File: src/design/i2cm_pkg.sv
// ----------------------------------------------------------------------------
// i2cm_pkg
// Shared types and constants for the I2C register access master: bus phase
// codes, byte stage codes, the tick word, the latched request and the result.
// ----------------------------------------------------------------------------
package i2cm_pkg;

    // bus phase of the sequencer, one phase per tick
    typedef enum logic [4:0] {
        PH_IDLE      = 5'd0,
        PH_ST_HIGH   = 5'd1,
        PH_ST_LOW    = 5'd2,
        PH_ST_END    = 5'd3,
        PH_BIT_LOW   = 5'd4,
        PH_BIT_HIGH  = 5'd5,
        PH_ACK_LOW   = 5'd6,
        PH_ACK_HIGH  = 5'd7,
        PH_RS_LOW    = 5'd8,
        PH_RD_LOW    = 5'd9,
        PH_RD_HIGH   = 5'd10,
        PH_MACK_LOW  = 5'd11,
        PH_MACK_HIGH = 5'd12,
        PH_SP_LOW    = 5'd13,
        PH_SP_SCL    = 5'd14,
        PH_SP_END    = 5'd15
    } t_phase;

    // which byte of the transaction is on the wire
    typedef enum logic [2:0] {
        STG_ADDR  = 3'd0,
        STG_REG   = 3'd1,
        STG_DATA  = 3'd2,
        STG_RADDR = 3'd3,
        STG_READ  = 3'd4
    } t_stage;

    // transfer direction
    localparam logic MODE_WRITE = 1'b0;
    localparam logic MODE_READ  = 1'b1;

    // reset value of the acknowledge timeout
    localparam logic [7:0] ACK_TIMEOUT_RST = 8'd250;

    // depth of the result queue
    localparam int RES_DEPTH = 2;

    // one line-phase tick as received
    typedef struct packed {
        logic       start_request;
        logic       mode;
        logic [6:0] device_address;
        logic [7:0] register_address;
        logic [7:0] write_data;
        logic       ack_enable;
        logic       sda_in;
    } t_item;

    // transaction held while busy
    typedef struct packed {
        logic       mode;
        logic [6:0] device_address;
        logic [7:0] register_address;
        logic [7:0] write_data;
        logic       ack_enable;
    } t_req;

    // one result word
    typedef struct packed {
        logic       scl_level;
        logic       sda_level;
        logic       sda_drive;
        logic       busy_res;
        logic       done_res;
        logic       ack_error;
        logic [7:0] read_data;
    } t_result;

endpackage

File: src/design/i2cm_core.sv
// ----------------------------------------------------------------------------
// i2cm_core
// Bus phase sequencer. Holds the transaction state and, for each tick it is
// stepped with, produces the line levels and status of that tick.
// ----------------------------------------------------------------------------
module i2cm_core (
    input  logic              i_clk,
    input  logic              i_rst_n,
    input  logic              i_step,
    input  i2cm_pkg::t_item   i_item,
    input  logic [7:0]        i_ack_timeout,
    output i2cm_pkg::t_result o_result
);
    import i2cm_pkg::*;

    t_phase     r_phase,   n_phase;
    t_stage     r_stage,   n_stage;
    logic [3:0] r_bit_cnt, n_bit_cnt;
    logic [7:0] r_shift,   n_shift;
    logic [7:0] r_wait,    n_wait;
    t_req       r_req;
    logic [7:0] r_rx,      n_rx;
    logic       r_err,     n_err;

    logic       launch;
    t_phase     cur_phase;
    t_req       cur_req;
    t_stage     cur_stage;
    logic [3:0] cur_bit_cnt;
    logic [7:0] cur_shift;
    logic [7:0] cur_wait;
    logic       cur_err;
    logic [3:0] bit_inc;

    // request latch on an idle tick; this tick already runs the first phase
    always_comb begin
        launch      = (r_phase == PH_IDLE) && i_item.start_request;
        cur_phase   = launch ? PH_ST_HIGH : r_phase;
        cur_stage   = launch ? STG_ADDR : r_stage;
        cur_bit_cnt = launch ? 4'd0 : r_bit_cnt;
        cur_shift   = launch ? {i_item.device_address, 1'b0} : r_shift;
        cur_wait    = launch ? 8'd0 : r_wait;
        cur_err     = launch ? 1'b0 : r_err;
        if (launch) begin
            cur_req.mode             = i_item.mode;
            cur_req.device_address   = i_item.device_address;
            cur_req.register_address = i_item.register_address;
            cur_req.write_data       = i_item.write_data;
            cur_req.ack_enable       = i_item.ack_enable;
        end else begin
            cur_req = r_req;
        end
        bit_inc = cur_bit_cnt + 4'd1;
    end

    // next state
    always_comb begin
        n_phase   = cur_phase;
        n_stage   = cur_stage;
        n_bit_cnt = cur_bit_cnt;
        n_shift   = cur_shift;
        n_wait    = cur_wait;
        n_rx      = r_rx;
        n_err     = cur_err;
        unique case (cur_phase)
            PH_IDLE:      n_phase = PH_IDLE;
            PH_ST_HIGH:   n_phase = PH_ST_LOW;
            PH_ST_LOW:    n_phase = PH_ST_END;
            PH_ST_END:    n_phase = PH_BIT_LOW;
            PH_BIT_LOW:   n_phase = PH_BIT_HIGH;
            PH_BIT_HIGH: begin
                n_shift   = {cur_shift[6:0], 1'b0};
                n_bit_cnt = bit_inc;
                n_phase   = (bit_inc >= 4'd8) ? PH_ACK_LOW : PH_BIT_LOW;
            end
            PH_ACK_LOW: begin
                n_wait  = 8'd0;
                n_phase = PH_ACK_HIGH;
            end
            PH_ACK_HIGH: begin
                if (i_item.sda_in) begin
                    // slave has not pulled low yet
                    if (cur_wait >= i_ack_timeout) begin
                        n_err   = 1'b1;
                        n_phase = PH_SP_LOW;
                    end else begin
                        n_wait = cur_wait + 8'd1;
                    end
                end else begin
                    n_wait = 8'd0;
                    priority if (cur_stage == STG_ADDR) begin
                        n_stage   = STG_REG;
                        n_shift   = cur_req.register_address;
                        n_bit_cnt = 4'd0;
                        n_phase   = PH_BIT_LOW;
                    end else if (cur_stage == STG_REG && cur_req.mode == MODE_WRITE) begin
                        n_stage   = STG_DATA;
                        n_shift   = cur_req.write_data;
                        n_bit_cnt = 4'd0;
                        n_phase   = PH_BIT_LOW;
                    end else if (cur_stage == STG_REG) begin
                        n_stage   = STG_RADDR;
                        n_shift   = {cur_req.device_address, 1'b1};
                        n_bit_cnt = 4'd0;
                        n_phase   = PH_RS_LOW;
                    end else if (cur_stage == STG_RADDR) begin
                        n_stage   = STG_READ;
                        n_shift   = 8'd0;
                        n_bit_cnt = 4'd0;
                        n_phase   = PH_RD_LOW;
                    end else begin
                        n_phase = PH_SP_LOW;
                    end
                end
            end
            PH_RS_LOW:    n_phase = PH_ST_HIGH;
            PH_RD_LOW:    n_phase = PH_RD_HIGH;
            PH_RD_HIGH: begin
                n_shift   = {cur_shift[6:0], i_item.sda_in};
                n_bit_cnt = bit_inc;
                if (bit_inc >= 4'd8) begin
                    n_rx    = {cur_shift[6:0], i_item.sda_in};
                    n_phase = PH_MACK_LOW;
                end else begin
                    n_phase = PH_RD_LOW;
                end
            end
            PH_MACK_LOW:  n_phase = PH_MACK_HIGH;
            PH_MACK_HIGH: n_phase = PH_SP_LOW;
            PH_SP_LOW:    n_phase = PH_SP_SCL;
            PH_SP_SCL:    n_phase = PH_SP_END;
            PH_SP_END:    n_phase = PH_IDLE;
            default:      n_phase = PH_IDLE;
        endcase
    end

    // line levels and status of this tick
    always_comb begin
        o_result           = '0;
        o_result.scl_level = 1'b1;
        o_result.sda_level = 1'b1;
        o_result.busy_res  = 1'b1;
        o_result.read_data = n_rx;
        unique case (cur_phase)
            PH_IDLE:      o_result.busy_res = 1'b0;
            PH_ST_HIGH:   o_result.sda_drive = 1'b1;
            PH_ST_LOW: begin
                o_result.sda_drive = 1'b1;
                o_result.sda_level = 1'b0;
            end
            PH_ST_END, PH_SP_LOW: begin
                o_result.sda_drive = 1'b1;
                o_result.sda_level = 1'b0;
                o_result.scl_level = 1'b0;
            end
            PH_BIT_LOW: begin
                o_result.sda_drive = 1'b1;
                o_result.sda_level = cur_shift[7];
                o_result.scl_level = 1'b0;
            end
            PH_BIT_HIGH: begin
                o_result.sda_drive = 1'b1;
                o_result.sda_level = cur_shift[7];
            end
            PH_ACK_LOW, PH_RD_LOW: o_result.scl_level = 1'b0;
            PH_ACK_HIGH, PH_RD_HIGH: o_result.scl_level = 1'b1;
            PH_RS_LOW: begin
                o_result.sda_drive = 1'b1;
                o_result.scl_level = 1'b0;
            end
            PH_MACK_LOW: begin
                o_result.sda_drive = 1'b1;
                o_result.sda_level = ~cur_req.ack_enable;
                o_result.scl_level = 1'b0;
            end
            PH_MACK_HIGH: begin
                o_result.sda_drive = 1'b1;
                o_result.sda_level = ~cur_req.ack_enable;
            end
            PH_SP_SCL: begin
                o_result.sda_drive = 1'b1;
                o_result.sda_level = 1'b0;
            end
            PH_SP_END: begin
                o_result.sda_drive = 1'b1;
                o_result.done_res  = 1'b1;
                o_result.ack_error = cur_err;
            end
            default:      o_result.busy_res = 1'b0;
        endcase
    end

    // control state
    always_ff @(posedge i_clk) begin
        if (!i_rst_n) begin
            r_phase   <= PH_IDLE;
            r_stage   <= STG_ADDR;
            r_bit_cnt <= 4'd0;
            r_shift   <= 8'd0;
            r_wait    <= 8'd0;
            r_req     <= '0;
            r_rx      <= 8'd0;
            r_err     <= 1'b0;
        end else if (i_step) begin
            r_phase   <= n_phase;
            r_stage   <= n_stage;
            r_bit_cnt <= n_bit_cnt;
            r_shift   <= n_shift;
            r_wait    <= n_wait;
            r_req     <= cur_req;
            r_rx      <= n_rx;
            r_err     <= n_err;
        end
    end

endmodule

File: src/design/i2c_master_register_access_top.sv
// ----------------------------------------------------------------------------
// i2c_master_register_access_top
// I2C master for single register writes and reads, one bus phase per tick.
// ----------------------------------------------------------------------------
// Each accepted word is one bus phase tick and yields exactly one result word.
// The block takes one word per clock while the result queue has room: the
// tick is captured in an input register, and the phase sequencer advances
// from that register into a two-word result queue. The phase register loop
// sets the rate. Input stall rises only while the result queue is full and a
// tick waits in the input register. The acknowledge timeout is written over
// the configuration port, which is always ready; write it only while no
// transaction is running.
module i2c_master_register_access_top (
    input  logic       i_clk,
    input  logic       i_rst_n,
    // tick input
    input  logic       i_valid,
    output logic       o_stall,
    input  logic       i_start_request,
    input  logic       i_mode,
    input  logic [6:0] i_device_address,
    input  logic [7:0] i_register_address,
    input  logic [7:0] i_write_data,
    input  logic       i_ack_enable,
    input  logic       i_sda_in,
    // result output
    output logic       o_valid,
    input  logic       i_stall,
    output logic       o_scl_level,
    output logic       o_sda_level,
    output logic       o_sda_drive,
    output logic       o_busy_res,
    output logic       o_done_res,
    output logic       o_ack_error,
    output logic [7:0] o_read_data,
    // configuration
    input  logic       i_cfg_valid,
    output logic       o_cfg_ready,
    input  logic [7:0] i_cfg_data
);
    import i2cm_pkg::*;

    localparam int QIDX_W = $clog2(RES_DEPTH);
    localparam int QCNT_W = $clog2(RES_DEPTH + 1);

    logic              r_in_valid;
    t_item             r_item;
    t_item             in_item;
    logic [7:0]        r_ack_timeout;
    t_result           r_q [RES_DEPTH];
    logic [QIDX_W-1:0] r_head;
    logic [QCNT_W-1:0] r_cnt;
    logic              step;
    logic              pop;
    logic              in_take;
    logic [QIDX_W-1:0] wr_idx;
    t_result           core_res;
    t_result           head_res;

    // configuration register
    assign o_cfg_ready = 1'b1;

    always_ff @(posedge i_clk) begin
        if (!i_rst_n) begin
            r_ack_timeout <= ACK_TIMEOUT_RST;
        end else if (i_cfg_valid && o_cfg_ready) begin
            r_ack_timeout <= i_cfg_data;
        end
    end

    // input word assembly
    always_comb begin
        in_item.start_request    = i_start_request;
        in_item.mode             = i_mode;
        in_item.device_address   = i_device_address;
        in_item.register_address = i_register_address;
        in_item.write_data       = i_write_data;
        in_item.ack_enable       = i_ack_enable;
        in_item.sda_in           = i_sda_in;
    end

    // handshake control
    assign step    = r_in_valid && (r_cnt != QCNT_W'(RES_DEPTH));
    assign o_stall = r_in_valid && (r_cnt == QCNT_W'(RES_DEPTH));
    assign in_take = i_valid && !o_stall;
    assign o_valid = (r_cnt != '0);
    assign pop     = o_valid && !i_stall;
    assign wr_idx  = QIDX_W'((32'(r_head) + 32'(r_cnt)) % RES_DEPTH);

    // input register
    always_ff @(posedge i_clk) begin
        if (!i_rst_n) begin
            r_in_valid <= 1'b0;
        end else if (in_take) begin
            r_in_valid <= 1'b1;
        end else if (step) begin
            r_in_valid <= 1'b0;
        end
    end

    always_ff @(posedge i_clk) begin
        if (in_take) begin
            r_item <= in_item;
        end
    end

    // phase sequencer
    i2cm_core u_core (
        .i_clk         (i_clk),
        .i_rst_n       (i_rst_n),
        .i_step        (step),
        .i_item        (r_item),
        .i_ack_timeout (r_ack_timeout),
        .o_result      (core_res)
    );

    // result queue control
    always_ff @(posedge i_clk) begin
        if (!i_rst_n) begin
            r_head <= '0;
            r_cnt  <= '0;
        end else begin
            if (pop) begin
                r_head <= QIDX_W'((32'(r_head) + 1) % RES_DEPTH);
            end
            r_cnt <= r_cnt + QCNT_W'(step) - QCNT_W'(pop);
        end
    end

    // result queue storage
    always_ff @(posedge i_clk) begin
        if (step) begin
            r_q[wr_idx] <= core_res;
        end
    end

    assign head_res    = r_q[r_head];
    assign o_scl_level = head_res.scl_level;
    assign o_sda_level = head_res.sda_level;
    assign o_sda_drive = head_res.sda_drive;
    assign o_busy_res  = head_res.busy_res;
    assign o_done_res  = head_res.done_res;
    assign o_ack_error = head_res.ack_error;
    assign o_read_data = head_res.read_data;

endmodule

File: config.mk
export PLATFORM = sky130hd
export DESIGN_NAME = i2c_master_register_access_top
export DESIGN_NICKNAME = d
export VERILOG_FILES = /design/src/design/i2cm_pkg.sv /design/src/design/i2cm_core.sv /design/src/design/i2c_master_register_access_top.sv
export SDC_FILE = /design/constraint.sdc
export NUM_CORES = 1
export LEC_CHECK = 0
export ABC_AREA = 1
export BUFFER_PORTS_ARGS = -buffer_cell sky130_fd_sc_hd__clkbuf_2
export CAP_MARGIN = 15
export CORE_ASPECT_RATIO = 0.5
export CORE_MARGIN = 2
export CORE_UTILIZATION = 43
export DETAILED_ROUTE_END_ITERATION = 16
export GPL_TIMING_DRIVEN = 1
export SYNTH_ARGS = -nofsm -noshare
export SYNTH_HDL_FRONTEND = slang
export SYNTH_SLANG_ARGS = --single-unit
File: constraint.sdc
create_clock -name i_clk -period 7.3 [get_ports i_clk]
set_clock_uncertainty 0.15 [all_clocks]
set_input_delay 0 -clock i_clk [delete_from_list [all_inputs] [get_ports i_clk]]
set_output_delay 0 -clock i_clk [all_outputs]
set_load 0.1 [all_outputs]
==> impl_metrics.env, run 1 <==
export IMPL_postLayoutCellArea_sq_mm=0.00812
export IMPL_postCtsSetupRepairBufs=0
export IMPL_fin_crit_sh_pct=45.9
export IMPL_clock_sinks=130
export IMPL_synth_async_reset_ratio_pct=0
export IMPL_grt_overflow=0
export IMPL_clockBufferDepth=2
export IMPL_drive_gt1_share_pct=14.7
export IMPL_post_place_ws_ps=3970
export IMPL_core_area_sq_mm=0.0147
export IMPL_synth_nets=898
export IMPL_dp_hpwl_mm=10.9
export IMPL_portBuffers=55
export IMPL_p_leak_nw=3.56
export IMPL_syn_area_sq_mm=0.00656
export IMPL_rsz0062_at_grt="no"
export IMPL_dieArea_sq_mm=0.0163
export IMPL_synth_top_family_by_area="simple AND/OR/NAND/NOR gates"
export IMPL_muxShareOfSynthArea_pct=2.41
export IMPL_synth_xor_area_share_pct=0.401
export IMPL_p_sw_uw=893
export IMPL_die_x_microns=179
export IMPL_via_per_inst=5.06
export IMPL_synthAdderAreaFrac_pct=2.10
export IMPL_worstPathCellList="inv_1 > a21oi_4 > buf_4 > inv_1 > buf_4 > nor2_2 > inv_1 > o21ai_0 > a21oi_1"
export IMPL_rows=31
export IMPL_crit_type="flip-flop to flip-flop"
export IMPL_peakVddDrop_uv=156
export IMPL_diodes=0
export IMPL_end_kind="flip-flop"
export IMPL_fin_crit_ps=3350
export IMPL_slew_limit_headroom_pct=31.5
export IMPL_ys_types=39
export IMPL_ys_seq_elements=130
export IMPL_setup_violations=0
export IMPL_grt_max_degree=71
export IMPL_avgSynthCellArea_sq_um=7.74
export IMPL_grt_pass1_vias=5513
export IMPL_outcome="finished, final reports clean"
export IMPL_p_int_mw=1.60
export IMPL_routed_wirelength_mm=16.7
export IMPL_synth_seq_area_share_pct=48.1
export IMPL_postCtsHoldBufs=53
export IMPL_pin_count=57
export IMPL_initial_core_util_pct=44.7
export IMPL_start_kind="flip-flop"
export IMPL_synth_top_flop_cell="dfxtp_1"
export IMPL_cp_max_fo=70
export IMPL_crit_path_frequent_cell="inv_1"
export IMPL_pwr_share_comb_pct=28.1
export IMPL_hold_class="primary input to flip-flop"
export IMPL_drc_errors=0
export IMPL_ctsHtreeMaxLevel=4
export IMPL_layout_setup_ws_ps=3950
export IMPL_synth_common_cells="nand2_1 (165), nor2_1 (108), inv_1 (102), o21ai_0 (88), dfxtp_1 (75)"
export IMPL_ant_nets=0
export IMPL_grt_pass1_wl_mm=27.6
export IMPL_detailedRoute_firstIterationViolations=418
export IMPL_wl_per_cell_microns=14.4
export IMPL_synth_largest_area_cell="edfxtp_1"
export IMPL_numCtsBuffers=17
export IMPL_synthCells=847
export IMPL_cts_root_buffer="clkbuf_16"
export IMPL_track_usage_pct=21.7
export IMPL_synth_edff_count=55
export IMPL_switching_share_pct=35.9
export IMPL_cts_resized=0
export IMPL_cts_tree="built"
export IMPL_ys_warnings_count=0
export IMPL_worstMarginPinSlew_ps=1030
export IMPL_drv_slew=0
export IMPL_yosysMostFrequentCell="nand2_1"
export IMPL_synth_area_leaders="edfxtp_1 (25%), dfxtp_1 (23%), nand2_1 (9.4%)"
export IMPL_crit_required_ps=7430
export IMPL_place_congestion=0.876
export IMPL_syn_to_final_growth_pct=23.9
export IMPL_max_clock_freq_mhz=298
export IMPL_clock_latency_ps=420
export IMPL_synth_compound_area_share_pct=15.5
export IMPL_finalHoldViolCount=0
export IMPL_nets=999
export IMPL_dr_pass1_iters=5
export IMPL_place_area_sq_mm=0.00696
export IMPL_p_per_area_mw_per_mm2=306
export IMPL_slowest_stage="buf_4"
export IMPL_yosys_area_share_simple_pct=22.6
export IMPL_yosysTopAreaCellShare_pct=25.2
export IMPL_cp_arrival_ps=3490
export IMPL_vias=5867
export IMPL_max_stage_delay_ps=540
export IMPL_finalSetupTns_ps=0
export IMPL_clk_pin_slew_worst_paths_ps=60
export IMPL_pwr_share_seq_pct=37.2
export IMPL_grt_antenna_before_repair=0
export IMPL_power_frac_clock_pct=34.7
export IMPL_fp_dieH_microns=91.3
export IMPL_maxCapViolations=0
[power groups by stage]
stage | clock network [mW] | logic [mW] | registers (mW)
floorplan | 0 | 0.545 | 0.918
global placement | 0 | 0.654 | 0.937
detailed placement | 0 | 0.664 | 0.940
CTS | 0.873 | 0.691 | 0.926
global route | 0.914 | 0.767 | 0.936
finish | 0.863 | 0.701 | 0.925
[path summary, 6_finish.rpt]
kind,startpoint,to,slack [ps],cells past startpoint
min,i_register_address[3],r_item[13],140,2
max reg2reg,r_cnt[0],u_core.r_req[23],3950,9
max,r_cnt[0],u_core.r_req[23],3950,9
min reg2reg,u_core.r_req[23],u_core.r_req[23],310,2
[layout by cell type, fill, tap and decap left out, types with 8 or more instances in the layout]
cell type | netlist | final
dlygate4sd3_1 | 0 | 53
ha_1 | 11 | 11
clkbuf_2 | 0 | 55
dfxtp_1 | 75 | 75
mux2_2 | 14 | 14
edfxtp_1 | 55 | 55
inv_1 | 102 | 102
nand3_1 | 38 | 38
clkbuf_16 | 0 | 17
inv_2 | 8 | 8
nand2_1 | 165 | 165
o21ai_0 | 88 | 88
o21ai_1 | 33 | 33
a21oi_1 | 59 | 58
nor2_1 | 108 | 108
[registers in the layout, indices dropped and copies added (netlist names), named ones only]
| name | count |
|---|---|
| r_ack_timeout | 8 |
| u_core.r_rx | 8 |
| u_core.r_err | 1 |
| u_core.r_stage | 3 |
| r_item | 27 |
| u_core.r_wait | 8 |
| r_cnt | 2 |
| u_core.r_phase | 5 |
| u_core.r_req | 25 |
| r_q | 28 |
| r_in_valid | 1 |
| r_head | 1 |
| u_core.r_shift | 8 |
| u_core.r_bit_cnt | 4 |
[worst max-delay path, delay by kind of cell (launching register included)]
family / cells / cell delay [ps]
simple gates: 1 / 530
buf+inv: 5 / 1660
compound gates: 3 / 490
flops: 1 / 380
[metal layers]
metal / global-route usage (%) / vias up / share of wire, %
met2: 33.7 / 164 / 43
li1: - / 2996 / -
met4: 5.28 / 0 / 0.74
met3: 4.44 / 12 / 5.2
met5: 0 / - / 0
met1: 30.9 / 2695 / 51
[cell type report]
| type | count | area [sq um] |
|---|---|---|
| clock buffers | 18 | 429 |
| clock inverters | 14 | 165 |
| fillers | 1384 | 6540 |
| inverters | 111 | 417 |
| multi-input cells | 573 | 2830 |
| flip-flops and latches | 130 | 3150 |
| well taps | 198 | 248 |
| repair buffers | 115 | 878 |
[kinds of logic (layout without fill, tap and decap cells)]
kind of cell / after synthesis / count (layout)
xor gates and xnor gates: 3 / 3
AOI/OAI and AO/OA: 196 / 196
and+or+nand+nor: 348 / 348
adders and majority gates: 11 / 11
other: 1 / 1
DFF: 130 / 130
muxes: 14 / 14
buffers and inverters: 144 / 258
[per-stage QoR]
step	std cells	util (%)	hold WS [ps]	power [mW]
3_5_place_dp	1071	47.4	28.6	1.60
5_1_grt	1159	55.4	129	2.62
6_report	1159	55.4	138	2.49
3_3_place_gp	1071	47.4	26.9	1.59
2_1_floorplan	847	-	-51.1	1.46
4_1_cts	1156	55.1	131	2.49
No activity file was read; power rests on OpenSTA's default activity.
==> run 2: changes to the inputs <==
Clock period 7.3 ns to 2.9 ns, I/O delays scaled along.
==> run 2 against run 1 <==
Register-to-register slack worse by 3700 ps. First-iteration DRC count up 13%. Sequential power rose to 2.5 times the previous value. Fmax up 28%. Clock power rose to 2.6 times the previous value. Global-route usage up 0.17 points. Critical path depth up 12. Final cell count up 0.78%. Flip-flop and latch count unchanged. Count of clock-buffer cells in the layout up 2. Die area unchanged. Worst setup slack worse by 3700 ps. Critical endpoint is now u_core.r_phase[1]. Largest cell class unchanged. Largest power group unchanged.
==> impl_metrics.env, run 2 (synthesis gave the netlist of run 1 again) <==
export IMPL_r2r_slack_ps=270
export IMPL_p_per_area_mw_per_mm2=772
export IMPL_timing_rr_end="u_core.r_phase[1]"
export IMPL_grt_antenna_before_repair=0
export IMPL_max_clock_freq_mhz=381
export IMPL_grt_pass1_wl_mm=27.9
export IMPL_clock_latency_ps=420
export IMPL_reg2reg_depth=21
export IMPL_nets=1008
export IMPL_end_kind="flip-flop"
export IMPL_track_usage_pct=21.9
export IMPL_fp_dieH_microns=91.3
export IMPL_ctsHtreeMaxLevel=4
export IMPL_fin_crit_sh_pct=90.6
export IMPL_layout_common_cells="nand2_1 (165), nor2_1 (107), inv_1 (102)"
export IMPL_grt_max_degree=70
export IMPL_grt_pass1_vias=5591
export IMPL_place_congestion=0.895
export IMPL_finalSetupTns_ps=0
export IMPL_diodes=0
export IMPL_drv_slew=0
export IMPL_p_leak_nw=3.61
export IMPL_largest_reg_flops=28
export IMPL_dr_pass1_iters=5
export IMPL_cp_max_fo=9
export IMPL_cp_arrival_ps=2800
export IMPL_via_per_inst=5.07
export IMPL_numCtsBuffers=17
export IMPL_cts_root_buffer="clkbuf_16"
export IMPL_worstPathCellList="inv_1 > nand3_2 > nor2_4 > nor2_4 > inv_1 > ha_1 > inv_1 > nand2_1 > nand2_1 > nand3_1 > nand2_1 > inv_1 > nand2_1 > nand2_1 > nand2_1 > nand2_2 > inv_2 > nand2_1 > nand2_1 > nand2_1 > a21oi_1"
export IMPL_layout_commonest_cell="nand2_1"
export IMPL_start_kind="flip-flop"
export IMPL_die_x_microns=179
export IMPL_slowest_stage="dfxtp_2"
export IMPL_ant_nets=0
export IMPL_drc_errors=0
export IMPL_slew_limit_headroom_pct=41.9
export IMPL_routed_wirelength_mm=17.0
export IMPL_detailedRoute_firstIterationViolations=472
export IMPL_peakVddDrop_uv=418
export IMPL_syn_to_final_growth_pct=25.1
export IMPL_vias=5919
export IMPL_crit_path_frequent_cell="nand2_1"
export IMPL_clk_pin_slew_worst_paths_ps=60
export IMPL_clock_sinks=130
export IMPL_postCtsSetupRepairBufs=0
export IMPL_crit_required_ps=3080
export IMPL_rows=31
export IMPL_hold_class="primary input to flip-flop"
export IMPL_hold_depth=2
export IMPL_cts_tree="built"
export IMPL_outcome="finished, final reports clean"
export IMPL_dieArea_sq_mm=0.0163
export IMPL_initial_core_util_pct=44.7
export IMPL_fin_crit_ps=2630
export IMPL_dp_hpwl_mm=11.2
export IMPL_min_from="i_device_address[3]"
export IMPL_wl_per_cell_microns=14.6
export IMPL_final_util_pct=55.9
export IMPL_reg_top3="r_q (28), r_item (27), u_core.r_req (25)"
export IMPL_drive_gt1_share_pct=15.7
export IMPL_crit_type="flip-flop to flip-flop"
export IMPL_crit_buf_inv=5
export IMPL_hold_end="r_item[21]"
export IMPL_setup_violations=0
export IMPL_max_stage_delay_ps=350
export IMPL_finalHoldViolCount=0
export IMPL_r2r_start="u_core.r_phase[3]"
export IMPL_worstMarginPinSlew_ps=871
export IMPL_maxCapViolations=0
export IMPL_pin_count=57
export IMPL_clockBufferDepth=2
export IMPL_core_area_sq_mm=0.0147
export IMPL_path_delay_family="simple AND/OR/NAND/NOR gates"
export IMPL_grt_overflow=0
export IMPL_top_register="r_q"
export IMPL_rsz0062_at_grt="no"
export IMPL_portBuffers=55
[run 2: changes by cell type in the layout (fill, tap and decap cells not counted), sizes merged]
cell / change
clkbuf: +2
clkinvlp: -1
inv: -1
buf: +8
dlygate4sd3: +1
[run 2: repair_timing]
item | 4_1_cts | 5_1_grt
endpoints found under the setup margin | 0 | 9
hold buffers | 54 | 0
gates resized for setup | 0 | 4
endpoints found under the hold margin | 39 | 0
[run 2: final cells by class]
| class | instances | area (sq um) |
|---|---|---|
| clock buffers | 20 | 447 |
| clock inverters | 12 | 160 |
| fillers | 1400 | 6460 |
| inverters | 111 | 417 |
| multi-input cells | 573 | 2850 |
| flip-flops and latches | 130 | 3160 |
| well taps | 198 | 248 |
| repair buffers | 124 | 928 |
[run 2: layer usage]
| layer | vias to the layer above | GRT usage [%] | share of wire, % |
|---|---|---|---|
| met5 | - | 0 | 0 |
| met4 | 0 | 6.17 | 1.1 |
| met3 | 15 | 4.40 | 5.4 |
| met2 | 160 | 32.9 | 42 |
| met1 | 2740 | 31.7 | 52 |
| li1 | 3004 | - | - |
[run 2: worst max-delay path by stage]
stage                                  from                 to  slack [ps]  cells after the start
final                     u_core.r_phase[3]  u_core.r_phase[1]         270                     21
after global routing      u_core.r_phase[1]  u_core.r_phase[1]          30                     21
after CTS                 u_core.r_phase[1]  u_core.r_phase[1]         100                     21
after detailed placement  u_core.r_phase[1]  u_core.r_phase[1]         130                     21
after global placement    u_core.r_phase[1]  u_core.r_phase[1]         190                     21
after floorplan                    r_cnt[1]          r_item[0]         180                      5
[run 2: through the flow]
stage                     instance area [sq um]  std cells  total power [mW]  setup slack (ps)  hold slack [ps]
after CTS                                  8190       1168              6.36               100              134
final                                      8200       1168              6.33               274              147
after detailed placement                   7040       1082              4.06               128             28.6
after global routing                       8200       1168              6.64              26.7              143
after global placement                     7040       1082              4.04               195             26.4
after floorplan                            6560        847              3.69               184            -51.1
[run 2: where the power goes]
part           internal (mW)  switching (mW)
Clock                   1.38           0.845
Sequential              2.19           0.144
Combinational          0.485            1.29
==> run 3: changes to the inputs <==
Settings changed: SYNTH_HIERARCHICAL from default to 1.
==> run 3 against run 2 <==
Sequential share of layout area shrank 0.38 points. Critical endpoint is now u_core/r_wait[6]. Flip-flop and latch count is the same. Sequential power shrank 3%. Global-route usage shrank 0.78 points. Worst hold slack lost 6.6 ps. Highest routed layer unchanged. Worst setup slack gained 24 ps. First-iteration DRC count grew 7.4%. Power shrank 4.0%. Die area grew 1.6%. Non-clock buffer count shrank 2. Combinational power shrank 14%.
==> impl_metrics.env, run 3 <==
export IMPL_ys_types=45
export IMPL_initial_core_util_pct=43.6
export IMPL_pwr_share_seq_pct=37.3
export IMPL_grt_max_degree=54
export IMPL_drive_gt1_share_pct=19.5
export IMPL_drv_slew=0
export IMPL_synth_top_family_by_area="simple AND/OR/NAND/NOR gates"
export IMPL_synth_area_leaders="edfxtp_1 (25%), dfxtp_1 (23%), nand2_1 (9.6%)"
export IMPL_synth_seq_area_share_pct=47.3
export IMPL_clock_sinks=130
export IMPL_synth_edff_count=55
export IMPL_end_kind="flip-flop"
export IMPL_power_frac_clock_pct=37.4
export IMPL_max_clock_freq_mhz=384
export IMPL_synth_compound_area_share_pct=15.8
export IMPL_track_usage_pct=21.1
export IMPL_synthAdderAreaFrac_pct=2.07
export IMPL_path_delay_family="simple AND/OR/NAND/NOR gates"
export IMPL_worstMarginPinSlew_ps=655
export IMPL_yosysTopAreaCellShare_pct=24.8
export IMPL_peakVddDrop_uv=363
export IMPL_grt_pass1_wl_mm=27.8
export IMPL_layout_commonest_cell="nand2_1"
export IMPL_slowest_stage="dfxtp_1"
export IMPL_slew_limit_headroom_pct=56.2
export IMPL_nFillCells=1430
export IMPL_ant_nets=0
export IMPL_syn_to_final_growth_pct=24.3
export IMPL_rsz0062_at_grt="no"
export IMPL_ctsHtreeMaxLevel=4
export IMPL_vias=5814
export IMPL_dr_pass1_iters=6
export IMPL_via_per_inst=5.06
export IMPL_reg_top3="r_q (28), r_item (27), u_core/r_req (25)"
export IMPL_fin_crit_ps=2600
export IMPL_dieArea_sq_mm=0.0166
export IMPL_final_util_pct=54.1
export IMPL_p_sw_mw=2.08
export IMPL_die_x_microns=180
export IMPL_portBuffers=55
export IMPL_start_kind="flip-flop"
export IMPL_numCtsBuffers=17
export IMPL_place_congestion=0.880
export IMPL_grt_overflow=0
export IMPL_worstPathCellList="nor2_4 > nand2_2 > nor2_4 > nor2_2 > inv_1 > ha_1 > inv_1 > nand2_1 > nand2_1 > nand3_1 > nand2_1 > inv_1 > nand2_1 > nand2_1 > nand2_2 > nand2_2 > inv_2 > nand2_1 > nand2_1 > nand2_1 > a21oi_1"
export IMPL_outcome="finished, final reports clean"
export IMPL_dp_hpwl_mm=11.3
export IMPL_synth_top_flop_cell="dfxtp_1"
export IMPL_postCtsSetupRepairBufs=0
export IMPL_ys_seq_elements=130
export IMPL_avgSynthCellArea_sq_um=8.12
export IMPL_finalSetupTns_ps=0
export IMPL_fp_dieH_microns=92.0
export IMPL_clockBufferDepth=2
export IMPL_drc_errors=0
export IMPL_core_area_sq_mm=0.0153
export IMPL_ys_warnings_count=6
export IMPL_crit_type="flip-flop to flip-flop"
export IMPL_crit_buf_inv=4
export IMPL_synth_xor_area_share_pct=0.526
export IMPL_yosysMostFrequentCell="nand2_1"
export IMPL_synth_common_cells="nand2_1 (170), inv_1 (94), o21ai_0 (86), dfxtp_1 (75), a21oi_1 (69)"
export IMPL_p_leak_nw=3.63
export IMPL_largest_reg_flops=28
export IMPL_wl_per_cell_microns=14.7
export IMPL_pin_count=57
export IMPL_yosys_area_share_simple_pct=22.3
export IMPL_p_int_mw=4.00
export IMPL_max_stage_delay_ps=350
export IMPL_nets=983
export IMPL_cp_arrival_ps=2800
export IMPL_top_register="r_q"
export IMPL_clock_latency_ps=420
export IMPL_pwr_share_comb_pct=25.2
export IMPL_routed_wirelength_mm=16.9
export IMPL_clk_pin_slew_worst_paths_ps=70
export IMPL_post_place_ws_ps=189
export IMPL_grt_antenna_before_repair=0
export IMPL_hold_class="primary input to flip-flop"
export IMPL_detailedRoute_firstIterationViolations=507
export IMPL_layout_setup_ws_ps=298
export IMPL_maxCapViolations=0
export IMPL_cp_max_fo=9
export IMPL_synthCells=820
export IMPL_synth_largest_area_cell="edfxtp_1"
export IMPL_setup_violations=0
export IMPL_finalHoldViolCount=0
export IMPL_cts_root_buffer="clkbuf_16"
export IMPL_p_per_area_mw_per_mm2=734
export IMPL_crit_required_ps=3100
export IMPL_cts_tree="built"
export IMPL_diodes=0
export IMPL_fin_crit_sh_pct=89.7
export IMPL_layout_common_cells="nand2_1 (170), inv_1 (94), o21ai_0 (86)"
export IMPL_grt_pass1_vias=5450
export IMPL_syn_area_sq_mm=0.00666
export IMPL_crit_path_frequent_cell="nand2_1"
export IMPL_synth_nets=871
export IMPL_rows=32
export IMPL_muxShareOfSynthArea_pct=3.12
export IMPL_synth_async_reset_ratio_pct=0
export IMPL_switching_share_pct=34.3
-- run 3: changes by cell type after synthesis, moves of 8 or more --
cell     before  now
inv_1       102   94
o21ai_2       0    9
o21ai_1      33   12
nor2_1      108   52
nand2_2       7   19
a21oi_1      59   69
-- run 3: layout make-up --
cell class                      count  area (sq um)  area share, %
Clock buffer                       18           429           5.18
Clock inverter                     14           189           2.28
Inverter                          109           409           4.94
Multi-Input combinational cell    552          2930           35.4
Sequential cell                   130          3150           38.1
Tap cell                          204           255           3.08
Timing Repair Buffer              122           913           11.0
-- run 3: final timing paths --
| path | startpoint | end | slack, ps | depth (start not counted) |
|---|---|---|---|---|
| max | u_core/r_phase[4] | u_core/r_wait[6] | 300 | 21 |
| min | i_device_address[1] | r_item[19] | 140 | 2 |
| max reg2reg | u_core/r_phase[4] | u_core/r_wait[6] | 300 | 21 |
| min reg2reg | u_core/r_req[9] | u_core/r_req[9] | 300 | 2 |
-- run 3: what timing repair did --
item	4_1_cts	5_1_grt
hold endpoints to repair	49	0
hold buffers	54	0
gates resized for setup	0	3
setup endpoints to repair	0	9
-- run 3: cell families after synthesis --
group                    count (synthesis)
adder cells (fa/ha/maj)                 11
multiplexers                            19
other                                    1
AND/OR/NAND/NOR                        323
XOR/XNOR                                 4
AO/OA/AOI/OAI                          194
buffers and inverters                  138
flip-flops                             130
-- run 3: routing by layer --
layer | vias up | global-route usage [%] | share of wire (%)
li1 | 2954 | - | -
met1 | 2678 | 31.0 | 52
met2 | 163 | 31.9 | 42
met3 | 19 | 4.13 | 4.9
met4 | 0 | 5.38 | 1.1
met5 | - | 0 | 0
-- run 3: through the flow --
step                      power [mW]  hold WS (ps)  area (sq um)  std cells
after CTS                       6.12           127          8270       1149
after floorplan                 3.48         -51.1          6660        820
after global routing            6.37           138          8280       1149
after detailed placement        3.78          28.6          7110       1063
final                           6.08           140          8280       1149
after global placement          3.76          26.9          7110       1063
-- run 3: power groups by stage --
stage	combinational (mW)	sequential (mW)	clock (mW)
finish	1.53	2.27	2.28
global route	1.68	2.30	2.40
CTS	1.53	2.27	2.31
detailed placement	1.47	2.31	0
global placement	1.46	2.30	0
floorplan	1.22	2.26	0
